===== config.mk =====
export PLATFORM = sky130hd
export DESIGN_NAME = thermal_step_throttle
export DESIGN_NICKNAME = d
export VERILOG_FILES = /design/src/tst_pkg.sv /design/src/thermal_step_throttle.sv /design/src/tst_csr.sv /design/src/tst_ctrl.sv /design/src/tst_dp.sv
export SDC_FILE = /design/constraint.sdc
export NUM_CORES = 1
export LEC_CHECK = 0
export CORE_ASPECT_RATIO = 0.5
export CORE_MARGIN = 1
export CORE_UTILIZATION = 41
export DETAILED_ROUTE_END_ITERATION = 6
export DONT_BUFFER_PORTS = 1
export PLACE_DENSITY = 0.66
export SLEW_MARGIN = 25
export SYNTH_ARGS = -nofsm -noshare
export SYNTH_HDL_FRONTEND = slang
export SYNTH_SLANG_ARGS = --single-unit

===== constraint.sdc =====
create_clock -name clock -period 13.2 [get_ports clock]
set_input_delay 0.66 -clock clock [delete_from_list [all_inputs] [get_ports clock]]
set_output_delay 0.66 -clock clock [all_outputs]
set_load 0.005 [all_outputs]

===== src/tst_pkg.sv =====
`timescale 1ns / 1ps
// tst_pkg: widths, reset values, codes and control structs for the thermal step throttle
// used by tst_csr, tst_ctrl, tst_dp and thermal_step_throttle; no dependencies
package tst_pkg;

   // field widths
   localparam int FREQ_W      = 22;
   localparam int TEMP_W      = 9;
   localparam int THR_W       = 8;
   localparam int STEP_W      = 3;
   localparam int LEN_W       = 6;
   localparam int PTR_W       = 6;   // holds any index below the largest table depth
   localparam int EIX_W       = 5;
   localparam int MASK_W      = 4;
   localparam int CPU_PORTS   = 4;
   localparam int CPU_ID_W    = 2;
   localparam int LIM_OUT_W   = 5;
   localparam int PEND_W      = CPU_PORTS + 1;

   // stream and register port widths
   localparam int REQ_TDATA_W = 136;
   localparam int RSP_TDATA_W = 32;
   localparam int CSR_ADDR_W  = 3;
   localparam int CSR_DATA_W  = 22;

   // build-time constants
   localparam int TABLE_DEPTH_DEF = 32;
   localparam int CPU_COUNT       = 4;

   // reset values
   localparam logic [THR_W-1:0]  TEMP_START_RST = 8'd65;
   localparam logic [THR_W-1:0]  TEMP_STOP_RST  = 8'd60;
   localparam logic [STEP_W-1:0] STEP_SIZE_RST  = 3'd1;
   localparam logic [FREQ_W-1:0] MIN_FREQ_RST   = 22'd378000;
   localparam logic [FREQ_W-1:0] MAX_FREQ_RST   = 22'd1890000;
   localparam logic [LEN_W-1:0]  TABLE_LEN_RST  = 6'd19;
   localparam logic [PTR_W-1:0]  LIMIT_RST      = 6'd18;
   localparam logic [PTR_W-1:0]  FLOOR_RST      = 6'd3;
   localparam logic [PTR_W-1:0]  CEIL_RST       = 6'd18;

   typedef enum logic [CSR_ADDR_W-1:0] {
      CSR_TEMP_START   = 3'd0,
      CSR_TEMP_STOP    = 3'd1,
      CSR_STEP_SIZE    = 3'd2,
      CSR_MIN_FREQ     = 3'd3,
      CSR_MAX_FREQ     = 3'd4,
      CSR_TABLE_LENGTH = 3'd5
   } csr_idx_type;

   typedef enum logic {
      OP_LOAD = 1'b0,
      OP_POLL = 1'b1
   } op_type;

   typedef enum logic [1:0] {
      MODE_NONE,
      MODE_DOWN,
      MODE_HOLD,
      MODE_UP
   } mode_type;

   typedef enum logic [2:0] {
      ST_IDLE,
      ST_CLASSIFY,
      ST_SCAN,
      ST_STEP,
      ST_READ,
      ST_BUILD,
      ST_EMIT
   } state_type;

   typedef struct packed {
      logic [THR_W-1:0]  temp_start;
      logic [THR_W-1:0]  temp_stop;
      logic [STEP_W-1:0] step_size;
      logic [FREQ_W-1:0] min_freq;
      logic [FREQ_W-1:0] max_freq;
      logic [LEN_W-1:0]  table_length;
   } cfg_type;

   typedef struct packed {
      logic load;
      logic capture;
      logic classify;
      logic scan;
      logic step;
      logic build;
      logic pop;
   } cmd_type;

   typedef struct packed {
      logic req_load;
      logic req_poll;
      logic active;
      logic need_scan;
      logic scan_done;
      logic build_empty;
      logic pending_empty;
      logic pop_last;
   } status_type;

endpackage


===== src/thermal_step_throttle.sv =====
`timescale 1ns / 1ps
// thermal_step_throttle: top level of the table-driven thermal throttle with hysteresis
// depends on tst_pkg, tst_csr, tst_ctrl, tst_dp
//
//   channel  direction  handshake             contents
//   req_     in         tvalid/tready         tuser = operation, tdata = load or poll fields
//   rsp_     out        tvalid/tready/tlast   one cap or lift command per beat
//   csr_     in         we                    register write, index in csr_addr
//
// a load beat, or a poll with a failed sensor read, is taken without leaving idle
// a poll outside the throttle band (cold and not throttling) passes accept and classify
// other polls pass accept, classify, step, read and build, then emit 0 to 5 result beats;
// when throttling starts, a rescan of n = min(table_length, TABLE_DEPTH) entries, one per
// cycle through the table read port, precedes the step; req_tready is low until the last beat
// synchronous reset restores the registers and limit state; the table is not cleared
// rsp_tready low simply holds the current beat; no new poll is taken meanwhile
module thermal_step_throttle
   import tst_pkg::*;
#(
   parameter int TABLE_DEPTH = TABLE_DEPTH_DEF
) (
   input  logic                   clock,
   input  logic                   reset,

   // request stream
   input  logic                   req_tvalid,
   output logic                   req_tready,
   input  logic                   req_tuser,   // operation: 0 load, 1 poll
   input  logic [REQ_TDATA_W-1:0] req_tdata,   // entry_index[4:0], entry_freq[26:5],
                                               // sensor_ok[27], temperature[36:28],
                                               // online_mask[40:37], cpu0_freq[62:41],
                                               // cpu1_freq[84:63], cpu2_freq[106:85],
                                               // cpu3_freq[128:107], zero pad above

   // result stream
   output logic                   rsp_tvalid,
   input  logic                   rsp_tready,
   output logic                   rsp_tlast,   // last command of this poll
   output logic [RSP_TDATA_W-1:0] rsp_tdata,   // target_cpu[1:0], cap_freq[23:2],
                                               // throttling[24], limit_index[29:25],
                                               // zero pad above

   // register writes
   input  logic                   csr_we,
   input  logic [CSR_ADDR_W-1:0]  csr_addr,
   input  logic [CSR_DATA_W-1:0]  csr_wdata
);

   cfg_type    cfg;     // live register values
   cmd_type    cmd;     // sequencer to datapath
   status_type status;  // datapath to sequencer

   tst_csr u_csr (
      .clock     (clock),
      .reset     (reset),
      .csr_we    (csr_we),
      .csr_addr  (csr_addr),
      .csr_wdata (csr_wdata),
      .cfg       (cfg)
   );

   // sequencer owns both handshakes
   tst_ctrl u_ctrl (
      .clock      (clock),
      .reset      (reset),
      .req_tvalid (req_tvalid),
      .req_tready (req_tready),
      .rsp_tvalid (rsp_tvalid),
      .rsp_tready (rsp_tready),
      .status     (status),
      .cmd        (cmd)
   );

   // table, limit state and the result register
   tst_dp #(
      .TABLE_DEPTH (TABLE_DEPTH)
   ) u_dp (
      .clock     (clock),
      .reset     (reset),
      .cmd       (cmd),
      .cfg       (cfg),
      .req_tuser (req_tuser),
      .req_tdata (req_tdata),
      .status    (status),
      .rsp_tdata (rsp_tdata),
      .rsp_tlast (rsp_tlast)
   );

endmodule


===== src/tst_csr.sv =====
`timescale 1ns / 1ps
// tst_csr: configuration registers of the thermal step throttle
// depends on tst_pkg
module tst_csr
   import tst_pkg::*;
(
   input  logic                  clock,
   input  logic                  reset,
   input  logic                  csr_we,
   input  logic [CSR_ADDR_W-1:0] csr_addr,
   input  logic [CSR_DATA_W-1:0] csr_wdata,
   output cfg_type               cfg
);

   cfg_type cfg_ff;

   always_ff @(posedge clock) begin
      if (reset) begin
         cfg_ff.temp_start   <= TEMP_START_RST;
         cfg_ff.temp_stop    <= TEMP_STOP_RST;
         cfg_ff.step_size    <= STEP_SIZE_RST;
         cfg_ff.min_freq     <= MIN_FREQ_RST;
         cfg_ff.max_freq     <= MAX_FREQ_RST;
         cfg_ff.table_length <= TABLE_LEN_RST;
      end else if (csr_we) begin
         unique case (csr_idx_type'(csr_addr))
            CSR_TEMP_START:   cfg_ff.temp_start   <= csr_wdata[THR_W-1:0];
            CSR_TEMP_STOP:    cfg_ff.temp_stop    <= csr_wdata[THR_W-1:0];
            CSR_STEP_SIZE:    cfg_ff.step_size    <= csr_wdata[STEP_W-1:0];
            CSR_MIN_FREQ:     cfg_ff.min_freq     <= csr_wdata[FREQ_W-1:0];
            CSR_MAX_FREQ:     cfg_ff.max_freq     <= csr_wdata[FREQ_W-1:0];
            CSR_TABLE_LENGTH: cfg_ff.table_length <= csr_wdata[LEN_W-1:0];
            default: ;  // unused indexes are dropped
         endcase
      end
   end

   assign cfg = cfg_ff;

endmodule


===== src/tst_ctrl.sv =====
`timescale 1ns / 1ps
// tst_ctrl: sequencer of the thermal step throttle (accept, classify, scan, step, read, build, emit)
// depends on tst_pkg
module tst_ctrl
   import tst_pkg::*;
(
   input  logic       clock,
   input  logic       reset,
   input  logic       req_tvalid,
   output logic       req_tready,
   output logic       rsp_tvalid,
   input  logic       rsp_tready,
   input  status_type status,
   output cmd_type    cmd
);

   state_type state_ff;
   state_type state_in;

   always_ff @(posedge clock) begin
      if (reset) begin
         state_ff <= ST_IDLE;
      end else begin
         state_ff <= state_in;
      end
   end

   always_comb begin
      state_in = state_ff;
      unique case (state_ff)
         ST_IDLE: begin
            if (req_tvalid && status.req_poll) state_in = ST_CLASSIFY;
         end
         ST_CLASSIFY: begin
            if (!status.active)       state_in = ST_IDLE;
            else if (status.need_scan) state_in = ST_SCAN;
            else                       state_in = ST_STEP;
         end
         ST_SCAN: begin
            if (status.scan_done) state_in = ST_STEP;
         end
         ST_STEP:  state_in = ST_READ;
         ST_READ:  state_in = ST_BUILD;
         ST_BUILD: begin
            state_in = status.build_empty ? ST_IDLE : ST_EMIT;
         end
         ST_EMIT: begin
            if (rsp_tready && status.pop_last) state_in = ST_IDLE;
         end
         default: state_in = ST_IDLE;
      endcase
   end

   always_comb begin
      req_tready   = (state_ff == ST_IDLE);
      rsp_tvalid   = (state_ff == ST_EMIT);
      cmd.load     = req_tready && req_tvalid && status.req_load;
      cmd.capture  = req_tready && req_tvalid && status.req_poll;
      cmd.classify = (state_ff == ST_CLASSIFY);
      cmd.scan     = (state_ff == ST_SCAN);
      cmd.step     = (state_ff == ST_STEP);
      cmd.build    = (state_ff == ST_BUILD);
      cmd.pop      = rsp_tvalid && rsp_tready;
   end

   a_one_side: assert property (@(posedge clock) disable iff (reset)
      req_tready |-> !rsp_tvalid)
      else $error("input taken while a result beat is shown");

   a_emit_has_work: assert property (@(posedge clock) disable iff (reset)
      (state_ff == ST_EMIT) |-> !status.pending_empty)
      else $error("result beat shown with no pending command");

   a_empty_build: assert property (@(posedge clock) disable iff (reset)
      (state_ff == ST_BUILD) && status.build_empty |=> req_tready)
      else $error("poll without commands did not return to idle");

endmodule


===== src/tst_dp.sv =====
`timescale 1ns / 1ps
// tst_dp: datapath of the thermal step throttle: frequency table memory, limit state,
// floor/ceiling rescan, command list and result register; depends on tst_pkg
module tst_dp
   import tst_pkg::*;
#(
   parameter int TABLE_DEPTH = TABLE_DEPTH_DEF
) (
   input  logic                   clock,
   input  logic                   reset,
   input  cmd_type                cmd,
   input  cfg_type                cfg,
   input  logic                   req_tuser,
   input  logic [REQ_TDATA_W-1:0] req_tdata,
   output status_type             status,
   output logic [RSP_TDATA_W-1:0] rsp_tdata,
   output logic                   rsp_tlast
);

   localparam int AW    = (TABLE_DEPTH > 1) ? $clog2(TABLE_DEPTH) : 1;
   localparam int CNT_W = $clog2(TABLE_DEPTH + 1);

   // request beat layout
   localparam int EIX_LO  = 0;
   localparam int EFQ_LO  = EIX_LO + EIX_W;
   localparam int SOK_LO  = EFQ_LO + FREQ_W;
   localparam int TMP_LO  = SOK_LO + 1;
   localparam int MSK_LO  = TMP_LO + TEMP_W;
   localparam int CPU_LO  = MSK_LO + MASK_W;
   localparam int RSP_USED = CPU_ID_W + FREQ_W + 1 + LIM_OUT_W;

   // request fields
   logic [EIX_W-1:0]  req_eix;
   logic [FREQ_W-1:0] req_efreq;
   logic              req_sok;
   logic [TEMP_W-1:0] req_temp;
   logic [MASK_W-1:0] req_mask;

   assign req_eix   = req_tdata[EIX_LO +: EIX_W];
   assign req_efreq = req_tdata[EFQ_LO +: FREQ_W];
   assign req_sok   = req_tdata[SOK_LO];
   assign req_temp  = req_tdata[TMP_LO +: TEMP_W];
   assign req_mask  = req_tdata[MSK_LO +: MASK_W];

   // frequency table
   logic [FREQ_W-1:0] mem [TABLE_DEPTH];
   logic [PTR_W-1:0]  wr_idx;
   logic              wr_ok;
   logic [AW-1:0]     rd_addr;
   logic [FREQ_W-1:0] rd_data_ff;
   logic [AW-1:0]     rd_idx_ff;
   logic              rd_vld_ff;

   // poll state
   logic signed [TEMP_W-1:0] temp_ff;
   logic [MASK_W-1:0]        mask_ff;
   logic [FREQ_W-1:0]        cpu_freq_ff [CPU_PORTS];
   mode_type                 mode_ff;
   logic                     rescan_ff;
   logic                     lift_ff;
   logic [PTR_W-1:0]         limit_ff;
   logic [PTR_W-1:0]         floor_ff;
   logic [PTR_W-1:0]         ceil_ff;
   logic                     throttle_ff;
   logic [CNT_W-1:0]         scan_cnt_ff;
   logic [FREQ_W-1:0]        cap_ff;
   logic [PEND_W-1:0]        pending_ff;

   assign wr_idx = PTR_W'(req_eix);
   assign wr_ok  = ({1'b0, wr_idx} < (PTR_W + 1)'(TABLE_DEPTH));

   always_ff @(posedge clock) begin
      if (cmd.load && wr_ok) begin
         mem[wr_idx[AW-1:0]] <= req_efreq;
      end
   end

   // scan bound
   logic [CNT_W-1:0] scan_n;
   logic             scan_issue;

   assign scan_n = ({1'b0, cfg.table_length} > (LEN_W + 1)'(TABLE_DEPTH)) ?
                   CNT_W'(TABLE_DEPTH) : CNT_W'(cfg.table_length);
   assign status.scan_done = (scan_cnt_ff >= scan_n);
   assign scan_issue = cmd.scan && !status.scan_done;
   assign rd_addr = cmd.scan ? scan_cnt_ff[AW-1:0] : limit_ff[AW-1:0];

   always_ff @(posedge clock) begin
      rd_data_ff <= mem[rd_addr];
      rd_idx_ff  <= rd_addr;
   end

   always_ff @(posedge clock) begin
      if (reset) begin
         rd_vld_ff   <= 1'b0;
         scan_cnt_ff <= '0;
      end else begin
         rd_vld_ff <= scan_issue;
         if (cmd.classify)    scan_cnt_ff <= '0;
         else if (scan_issue) scan_cnt_ff <= scan_cnt_ff + CNT_W'(1);
      end
   end

   // request decode
   assign status.req_load = (op_type'(req_tuser) == OP_LOAD);
   assign status.req_poll = (op_type'(req_tuser) == OP_POLL) && req_sok;

   always_ff @(posedge clock) begin
      if (cmd.capture) begin
         temp_ff <= req_temp;
         mask_ff <= req_mask;
         for (int i = 0; i < CPU_PORTS; i++) begin
            cpu_freq_ff[i] <= req_tdata[CPU_LO + i * FREQ_W +: FREQ_W];
         end
      end
   end

   // threshold compare, temperature signed against unsigned thresholds
   logic     hot;
   logic     warm;
   mode_type mode_nxt;

   assign hot  = $signed({temp_ff[TEMP_W-1], temp_ff}) >= $signed({2'b00, cfg.temp_start});
   assign warm = $signed({temp_ff[TEMP_W-1], temp_ff}) >  $signed({2'b00, cfg.temp_stop});

   always_comb begin
      if (hot)                        mode_nxt = MODE_DOWN;
      else if (throttle_ff && warm)   mode_nxt = MODE_HOLD;
      else if (throttle_ff)           mode_nxt = MODE_UP;
      else                            mode_nxt = MODE_NONE;
   end

   assign status.active    = (mode_nxt != MODE_NONE);
   assign status.need_scan = hot && !throttle_ff;

   // limit step
   logic [PTR_W-1:0] base;
   logic [PTR_W+1:0] down_diff;
   logic             below;
   logic [PTR_W:0]   up_sum;
   logic             reach;

   assign base      = rescan_ff ? ceil_ff : limit_ff;
   assign down_diff = {2'b00, base} - {{(PTR_W + 2 - STEP_W){1'b0}}, cfg.step_size};
   assign below     = $signed(down_diff) < $signed({2'b00, floor_ff});
   assign up_sum    = {1'b0, base} + {{(PTR_W + 1 - STEP_W){1'b0}}, cfg.step_size};
   assign reach     = (up_sum >= {1'b0, ceil_ff});

   always_ff @(posedge clock) begin
      if (reset) begin
         mode_ff     <= MODE_NONE;
         rescan_ff   <= 1'b0;
         lift_ff     <= 1'b0;
         limit_ff    <= LIMIT_RST;
         floor_ff    <= FLOOR_RST;
         ceil_ff     <= CEIL_RST;
         throttle_ff <= 1'b0;
      end else begin
         if (cmd.classify) begin
            mode_ff   <= mode_nxt;
            rescan_ff <= status.need_scan;
         end
         // last match wins, entries arrive in index order
         if (rd_vld_ff) begin
            if (rd_data_ff == cfg.min_freq) floor_ff <= PTR_W'(rd_idx_ff);
            if (rd_data_ff == cfg.max_freq) ceil_ff  <= PTR_W'(rd_idx_ff);
         end
         if (cmd.step) begin
            lift_ff <= 1'b0;
            case (mode_ff)
               MODE_DOWN: begin
                  limit_ff    <= below ? floor_ff : down_diff[PTR_W-1:0];
                  throttle_ff <= 1'b1;
               end
               MODE_UP: begin
                  limit_ff <= reach ? ceil_ff : up_sum[PTR_W-1:0];
                  if (reach) begin
                     throttle_ff <= 1'b0;
                     lift_ff     <= 1'b1;
                  end
               end
               default: ;  // hold keeps the limit
            endcase
         end
      end
   end

   // command list: bit 0 lift, bit i+1 cap for cpu i
   logic              cap_ok;
   logic [FREQ_W-1:0] cap;
   logic [PEND_W-1:0] pending_nxt;
   logic [PEND_W-1:0] low_bit;
   logic [PEND_W-1:0] rest;
   logic [CPU_ID_W-1:0] tgt;
   logic [FREQ_W-1:0] out_cap;

   assign cap_ok = ({1'b0, limit_ff} < (PTR_W + 1)'(TABLE_DEPTH));
   assign cap    = cap_ok ? rd_data_ff : '0;

   always_comb begin
      pending_nxt[0] = lift_ff;
      for (int i = 0; i < CPU_PORTS; i++) begin
         pending_nxt[i + 1] = (i < CPU_COUNT) && mask_ff[i] &&
                              ((mode_ff == MODE_UP) || (cpu_freq_ff[i] != cap));
      end
   end

   assign status.build_empty = (pending_nxt == '0);

   assign low_bit = pending_ff & (~pending_ff + PEND_W'(1));
   assign rest    = pending_ff & ~low_bit;

   always_comb begin
      tgt = '0;
      for (int i = 0; i < CPU_PORTS; i++) begin
         if (low_bit[i + 1]) tgt = tgt | CPU_ID_W'(i);
      end
   end

   assign out_cap = low_bit[0] ? '0 : cap_ff;

   always_ff @(posedge clock) begin
      if (cmd.build) cap_ff <= cap;
   end

   always_ff @(posedge clock) begin
      if (reset) begin
         pending_ff <= '0;
      end else if (cmd.build) begin
         pending_ff <= pending_nxt;
      end else if (cmd.pop) begin
         pending_ff <= rest;
      end
   end

   assign status.pending_empty = (pending_ff == '0);
   assign status.pop_last      = (rest == '0);

   assign rsp_tdata = {{(RSP_TDATA_W - RSP_USED){1'b0}}, limit_ff[LIM_OUT_W-1:0],
                       throttle_ff, out_cap, tgt};
   assign rsp_tlast = status.pop_last;

   a_pending_shrinks: assert property (@(posedge clock) disable iff (reset)
      (pending_ff != '0) |=> ((pending_ff & ~$past(pending_ff)) == '0))
      else $error("command list gained entries while being sent");

   a_down_throttles: assert property (@(posedge clock) disable iff (reset)
      cmd.step && (mode_ff == MODE_DOWN) |=> throttle_ff)
      else $error("step down left throttling off");

   a_lift_when_off: assert property (@(posedge clock) disable iff (reset)
      pending_ff[0] |-> !throttle_ff)
      else $error("lift command pending while still throttling");

endmodule


==> impl_metrics.env, run 1 <==
export IMPL_p_leak_nw=14.7
export IMPL_ys_seq_elements=959
export IMPL_rrSetupSlack_ns=8.63
export IMPL_met1Wirelength_um=42900
export IMPL_ir_drop_mv=0.0868
export IMPL_r2r_start="u_ctrl.state_ff[1]"
export IMPL_synth_most_common_cell="edfxtp_1"
export IMPL_max_slew_margin_rel_pct=26.4
export IMPL_io_pins=202
export IMPL_worstSetupPathType="reg -> reg"
export IMPL_whs_endpoint="u_dp.cpu_freq_ff[1][20]"
export IMPL_drv_slew=0
export IMPL_maxCapViolations=0
export IMPL_arrival_ns=5.15
export IMPL_instances_no_fill=4288
export IMPL_synth_edf_count=827
export IMPL_cts_hold_buffers=0
export IMPL_synth_flop_cell="edfxtp_1"
export IMPL_hold_depth=0
export IMPL_port_buffer_count=0
export IMPL_rows=80
export IMPL_highest_layer="met4"
export IMPL_layout_nets=3108
export IMPL_setup_tns_ns=0
export IMPL_start_util_pct=41.8
export IMPL_worst_path_most_repeated_cell="buf_4"
export IMPL_clk_latency_ns=0.67
export IMPL_grt_pass1_vias=22900
export IMPL_drtIter0Drc=2479
export IMPL_routedWlPerCell_um=23.4
export IMPL_wl_met2_um=46200
export IMPL_synth_adder_area_share_pct=1.31
export IMPL_avgSynthCellArea_um2=13.7
export IMPL_synth_seq_area_share_pct=68.4
export IMPL_powerDensity_nw_per_um2=135
export IMPL_max_freq_mhz=219
export IMPL_crit_chain="nand2b_4, nor2_4, mux2i_4, buf_4, buf_4, buf_4, mux4_2, nand2_1, o311ai_1, nand2_1"
export IMPL_synthXorXnorAreaFrac_pct=1.98
export IMPL_synthCells=2934
export IMPL_totalWireLength_um=100000
export IMPL_cts_path_max_buffers=3
export IMPL_hold_viol=0
export IMPL_hold_start="req_tdata[83]"
export IMPL_grt_max_degree=178
export IMPL_ys_types=78
export IMPL_rsz0062_at_grt="no"
export IMPL_die_width_um=445
export IMPL_die_area_um2=99300
export IMPL_multiInputGateArea_um2=11800
export IMPL_ff2ff_path_depth=10
export IMPL_yosys_area_share_simple_pct=11.3
export IMPL_grt_usage_pct=19.7
export IMPL_tightest_slew_ns=1.10
export IMPL_via_per_inst=5.63
export IMPL_die_h_um=223
export IMPL_dpl_hpwl_um=61800
export IMPL_firstDrtPassIters=7
export IMPL_cpPeakStageDelay_ns=0.84
export IMPL_cts_inserted_buffers=87
export IMPL_async_flop_share_pct=0
export IMPL_synth_top_family_by_area="simple AND/OR/NAND/NOR gates"
export IMPL_yosys_area_top_type="edfxtp_1"
export IMPL_period_share_pct=34.6
export IMPL_dr_wl_met3_um=7820
export IMPL_rr_endpoint="u_dp.rd_data_ff[13]"
export IMPL_ys_warn_count=0
export IMPL_min_period_ns=4.57
export IMPL_antenna_found_initial=10
export IMPL_cts_root_buffer="clkbuf_16"
export IMPL_setup_violations=0
export IMPL_clock_sinks=959
export IMPL_worst_path_max_fanout=55
export IMPL_syn2layout_area_growth_pct=10.6
export IMPL_clk_pin_slew_ns=0.06
export IMPL_status="finished, final reports clean"
export IMPL_cts_resized=0
export IMPL_fillers=8290
export IMPL_postRouteAntennaNets=0
export IMPL_overflow=0
export IMPL_synth_area_um2=40200
export IMPL_vias=24100
export IMPL_htree_levels=3
export IMPL_yosys_area_top_type_share_pct=61.8
export IMPL_cts_tree="built"
export IMPL_ys_top_cells_by_area="edfxtp_1, dfxtp_1, nand2_1"
export IMPL_postCtsSetupRepairBufs=0
export IMPL_grt_pass1_wl_um=146000
export IMPL_end_kind="flip-flop"
export IMPL_fin_ws_ns=8.63
export IMPL_pre_cts_slack_ns=8.55
export IMPL_gp_congestion=0.860
export IMPL_drive_gt1_share_pct=9.23
export IMPL_synth_mux_area_share_pct=7.41
export IMPL_worst_setup_path_start_kind="flip-flop"
export IMPL_hold_path_class="in -> reg"
export IMPL_synth_compound_area_share_pct=6.94
export IMPL_crit_required_ns=13.78
export IMPL_skew_ns=0.0342
export IMPL_drc_errors=0
export IMPL_seqCellArea_um2=27500
export IMPL_dp_cells=4124
export IMPL_cpMaxStageDelayCell="buf_4"
export IMPL_synth_top_cells_by_count="edfxtp_1, nand2_1, mux2i_1"
export IMPL_coreArea_um2=96200
## through the flow
step | hold WS, ns | instance area, µm² | utilization (%) | power [W]
final | 0.0808 | 44400 | 46.2 | 0.00599
after CTS | 0.0427 | 44400 | 46.1 | 0.00602
after global placement | 0.441 | 41600 | 43.2 | 0.00352
after floorplan | 0.427 | 40200 | - | 0.00349
after detailed placement | 0.447 | 41600 | 43.2 | 0.00352
after global routing | 0.0357 | 44400 | 46.2 | 0.00615
## report_power, final
part | internal (W) | switching (W)
clock network | 0.00141 | 0.00112
logic | 0.0000461 | 0.0000705
registers | 0.00332 | 0.0000252
## kinds of logic after synthesis
kind of cell | after synthesis
and+or+nand+nor | 989
DFF | 959
AOI/OAI and AO/OA | 367
buffers and inverters | 244
muxes | 242
xor gates and xnor gates | 91
adders and majority gates | 41
other | 1
## worst max-delay path, delay by kind of cell, from the launching register on
family / cells / cell delay, ns
and+or+nand+nor: 4 / 0.86
AOI/OAI and AO/OA: 1 / 0.22
muxes: 2 / 0.94
DFF: 1 / 0.58
buffers and inverters: 3 / 1.82
## state kept, by name, summed over array words and instances, names as in the netlist
signal and flops:
u_dp.floor_ff 5, u_dp.limit_ff 6, u_dp.rescan_ff 1, u_dp.mem 704, u_dp.rd_vld_ff 1, u_dp.throttle_ff 1
u_dp.mode_ff 2, u_dp.cap_ff 22, u_dp.cpu_freq_ff 88, u_csr.cfg 69, u_ctrl.state_ff 3, u_dp.mask_ff 4
u_dp.temp_ff 9, u_dp.rd_idx_ff 5, u_dp.scan_cnt_ff 6, u_dp.rd_data_ff 22, u_dp.lift_ff 1, u_dp.ceil_ff 5
u_dp.pending_ff 5
## how the worst max path moves through the flow
stage	from	end	slack (ns)	cells after the start
2_1_floorplan	req_tdata[27]	u_dp.cpu_freq_ff[0][0]	2.12	2
3_5_place_dp	u_ctrl.state_ff[1]	u_dp.rd_data_ff[13]	8.55	11
4_1_cts	u_ctrl.state_ff[1]	u_dp.rd_data_ff[13]	8.56	11
3_3_place_gp	u_ctrl.state_ff[1]	u_dp.rd_data_ff[13]	8.57	11
6_report	u_ctrl.state_ff[1]	u_dp.rd_data_ff[13]	8.63	10
5_1_grt	u_ctrl.state_ff[1]	u_dp.rd_data_ff[13]	8.27	11
## metal layers
| layer | vias up | track usage [%] |
|---|---|---|
| li1 | 10900 | - |
| met1 | 12100 | 27.3 |
| met2 | 900 | 31.0 |
| met3 | 169 | 4.03 |
| met4 | 0 | 6.90 |
| met5 | - | 0 |
## placed cells by master, fill, tap and decap left out, drive strengths merged, types with 13 or more instances in the layout
cell,count
o32ai,17
xnor2,65
clkinv,28
buf,54
inv,71
a21oi,59
o311ai,45
edfxtp,827
mux4,44
nand4,15
nand3,18
nand2,572
mux2i,194
nor2,138
a311oi,89
xor2,26
nor2b,51
o21ai,30
ha,38
and3,92
dfxtp,132
a211o,13
nor4,14
clkbuf,116
nand3b,25
nor4bb,22
a31oi,32
## cell type report
type | count | area share, %
Sequential cell | 959 | 61.9
Multi-Input combinational cell | 1732 | 26.5
Clock buffer | 116 | 5.33
Tap cell | 1312 | 3.70
Clock inverter | 39 | 1.01
Timing Repair Buffer | 54 | 0.941
Inverter | 67 | 0.589
Antenna cell | 9 | 0.0507
Note: power is estimated with default switching activity, not from simulation.
==> run 2: changes to the inputs <==
PLACE_DENSITY = 0.68   (was 0.66)
clock period = 4 ns   (was 13.2 ns; I/O delays follow)
==> impl_metrics.env, run 2 (same netlist as run 1, synthesis figures left out) <==
export IMPL_hold_viol=0
export IMPL_fillers=8041
export IMPL_startpoint="u_dp.rd_data_ff[5]"
export IMPL_place_area_um2=42000
export IMPL_max_freq_mhz=288
export IMPL_max_slew_margin_rel_pct=32.0
export IMPL_worstSetupPathType="reg -> reg"
export IMPL_p_leak_nw=15.6
export IMPL_powerDensity_nw_per_um2=428
export IMPL_switching_share_pct=21.2
export IMPL_overflow=0
export IMPL_worst_path_max_fanout=14
export IMPL_drc_errors=0
export IMPL_power_frac_comb_pct=3.5
export IMPL_start_util_pct=41.8
export IMPL_arrival_ns=3.99
export IMPL_rsz0062_at_grt="no"
export IMPL_end_kind="flip-flop"
export IMPL_largest_reg_flops=704
export IMPL_grt_pass1_vias=24400
export IMPL_hold_path_class="in -> reg"
export IMPL_crit_required_ns=4.51
export IMPL_power_frac_seq_pct=55.3
export IMPL_setup_tns_ns=0
export IMPL_cts_path_max_buffers=3
export IMPL_timing_hold_ws_ns=0.0599
export IMPL_cpPeakStageDelay_ns=0.92
export IMPL_ir_drop_mv=0.341
export IMPL_coreArea_um2=96200
export IMPL_die_width_um=445
export IMPL_cts_tree="built"
export IMPL_via_per_inst=5.63
export IMPL_die_h_um=223
export IMPL_setup_violations=0
export IMPL_intPower_w=0.0157
export IMPL_final_cell_mix="edfxtp_1, nand2_1, mux2i_1"
export IMPL_cts_root_buffer="clkbuf_16"
export IMPL_r2r_start="u_dp.rd_data_ff[5]"
export IMPL_final_common_cell="edfxtp_1"
export IMPL_hold_start="csr_addr[0]"
export IMPL_clk_pin_slew_ns=0.07
export IMPL_firstDrtPassIters=6
export IMPL_seqCellArea_um2=27500
export IMPL_rows=80
export IMPL_htree_levels=3
export IMPL_vias=25300
export IMPL_antenna_found_initial=8
export IMPL_fin_util_pct=48.5
export IMPL_io_pins=202
export IMPL_final_cell_area_um2=46600
export IMPL_maxCapViolations=0
export IMPL_die_area_um2=99300
export IMPL_dpl_hpwl_um=64100
export IMPL_cts_resized=0
export IMPL_layout_nets=3307
export IMPL_postRouteAntennaNets=0
export IMPL_routedWlPerCell_um=23.4
export IMPL_drv_slew=0
export IMPL_grt_max_degree=177
export IMPL_skew_ns=0.0237
export IMPL_multiInputGateArea_um2=11800
export IMPL_clkPwrFrac_pct=41.2
export IMPL_drive_gt1_share_pct=10.7
export IMPL_grt_pass1_wl_um=154000
export IMPL_syn2layout_area_growth_pct=16.1
export IMPL_clk_latency_ns=0.65
export IMPL_worst_setup_path_start_kind="flip-flop"
export IMPL_totalWireLength_um=105000
export IMPL_period_share_pct=86.9
export IMPL_status="finished, final reports clean"
export IMPL_clock_sinks=959
export IMPL_grt_usage_pct=20.7
export IMPL_p_switching_w=0.00422
export IMPL_min_period_ns=3.48
export IMPL_gp_congestion=0.843
export IMPL_drtIter0Drc=2795
export IMPL_cpMaxStageDelayCell="dfxtp_1"
export IMPL_tightest_slew_ns=1.01
export IMPL_crit_chain="nor4bb_1, a31oi_1, a2bb2oi_1, or4_1, o41ai_2, nand2_1, o41a_1, o21bai_1"
export IMPL_cts_inserted_buffers=87
export IMPL_port_buffer_count=0
run 2: changes by cell type in the layout (fill, tap and decap cells not counted), sizes merged:
| cell | change |
|---|---|
| inv | -4 |
| buf | +49 |
| bufinv | -3 |
| clkinv | +5 |
| diode | -4 |
| dlygate4sd3 | +150 |
| clkinvlp | +8 |
run 2: final timing paths:
check,to,slack [ns],cells after the start
max,u_ctrl.state_ff[1],0.52,8
min,u_csr.cfg[53],0.06,4
max reg2reg,u_ctrl.state_ff[1],0.52,8
min reg2reg,u_csr.cfg[64],0.46,2
run 2: timing repair:
item                      CTS  global route
buffers inserted            0             0
hold endpoints to repair  929             0
hold buffers              173             0
run 2: stage by stage:
step | total power, W | worst slack [ns] | instances
after floorplan | 0.0115 | -0.151 | 2935
after global placement | 0.0116 | 0.461 | 4150
after detailed placement | 0.0116 | 0.549 | 4150
after CTS | 0.0200 | 0.518 | 4484
after global routing | 0.0205 | 0.266 | 4487
final | 0.0199 | 0.523 | 4489
run 2: final cells by class:
| cell class | count | area share, % |
|---|---|---|
| flip-flops and latches | 959 | 59.0 |
| clock inverters | 45 | 0.894 |
| well taps | 1312 | 3.52 |
| inverters | 67 | 0.561 |
| clock buffers | 116 | 5.11 |
| diodes | 5 | 0.0268 |
| repair buffers | 253 | 5.64 |
| multi-input cells | 1732 | 25.3 |
run 2: critical path: cells and delay by family (launching register included):
kind	cells	cell delay, ns
AO/OA/AOI/OAI	5	1.43
flip-flops	1	0.92
AND/OR/NAND/NOR	3	0.97
run 2: routing by layer:
layer | global-route usage (%) | vias to the layer above | part of all wire, %
li1 | - | 11300 | -
met1 | 27.9 | 12600 | 41
met2 | 33.7 | 1179 | 47
met3 | 3.98 | 212 | 8.4
met4 | 7.35 | 4 | 3.3
met5 | 0 | - | 0.026
run 2: power groups by stage:
stage	sequential [W]	clock, W	combinational (W)
global route	0.0110	0.00868	0.000753
global placement	0.0112	0	0.000386
CTS	0.0110	0.00828	0.000701
detailed placement	0.0112	0	0.000395
finish	0.0110	0.00821	0.000702
floorplan	0.0112	0	0.000304
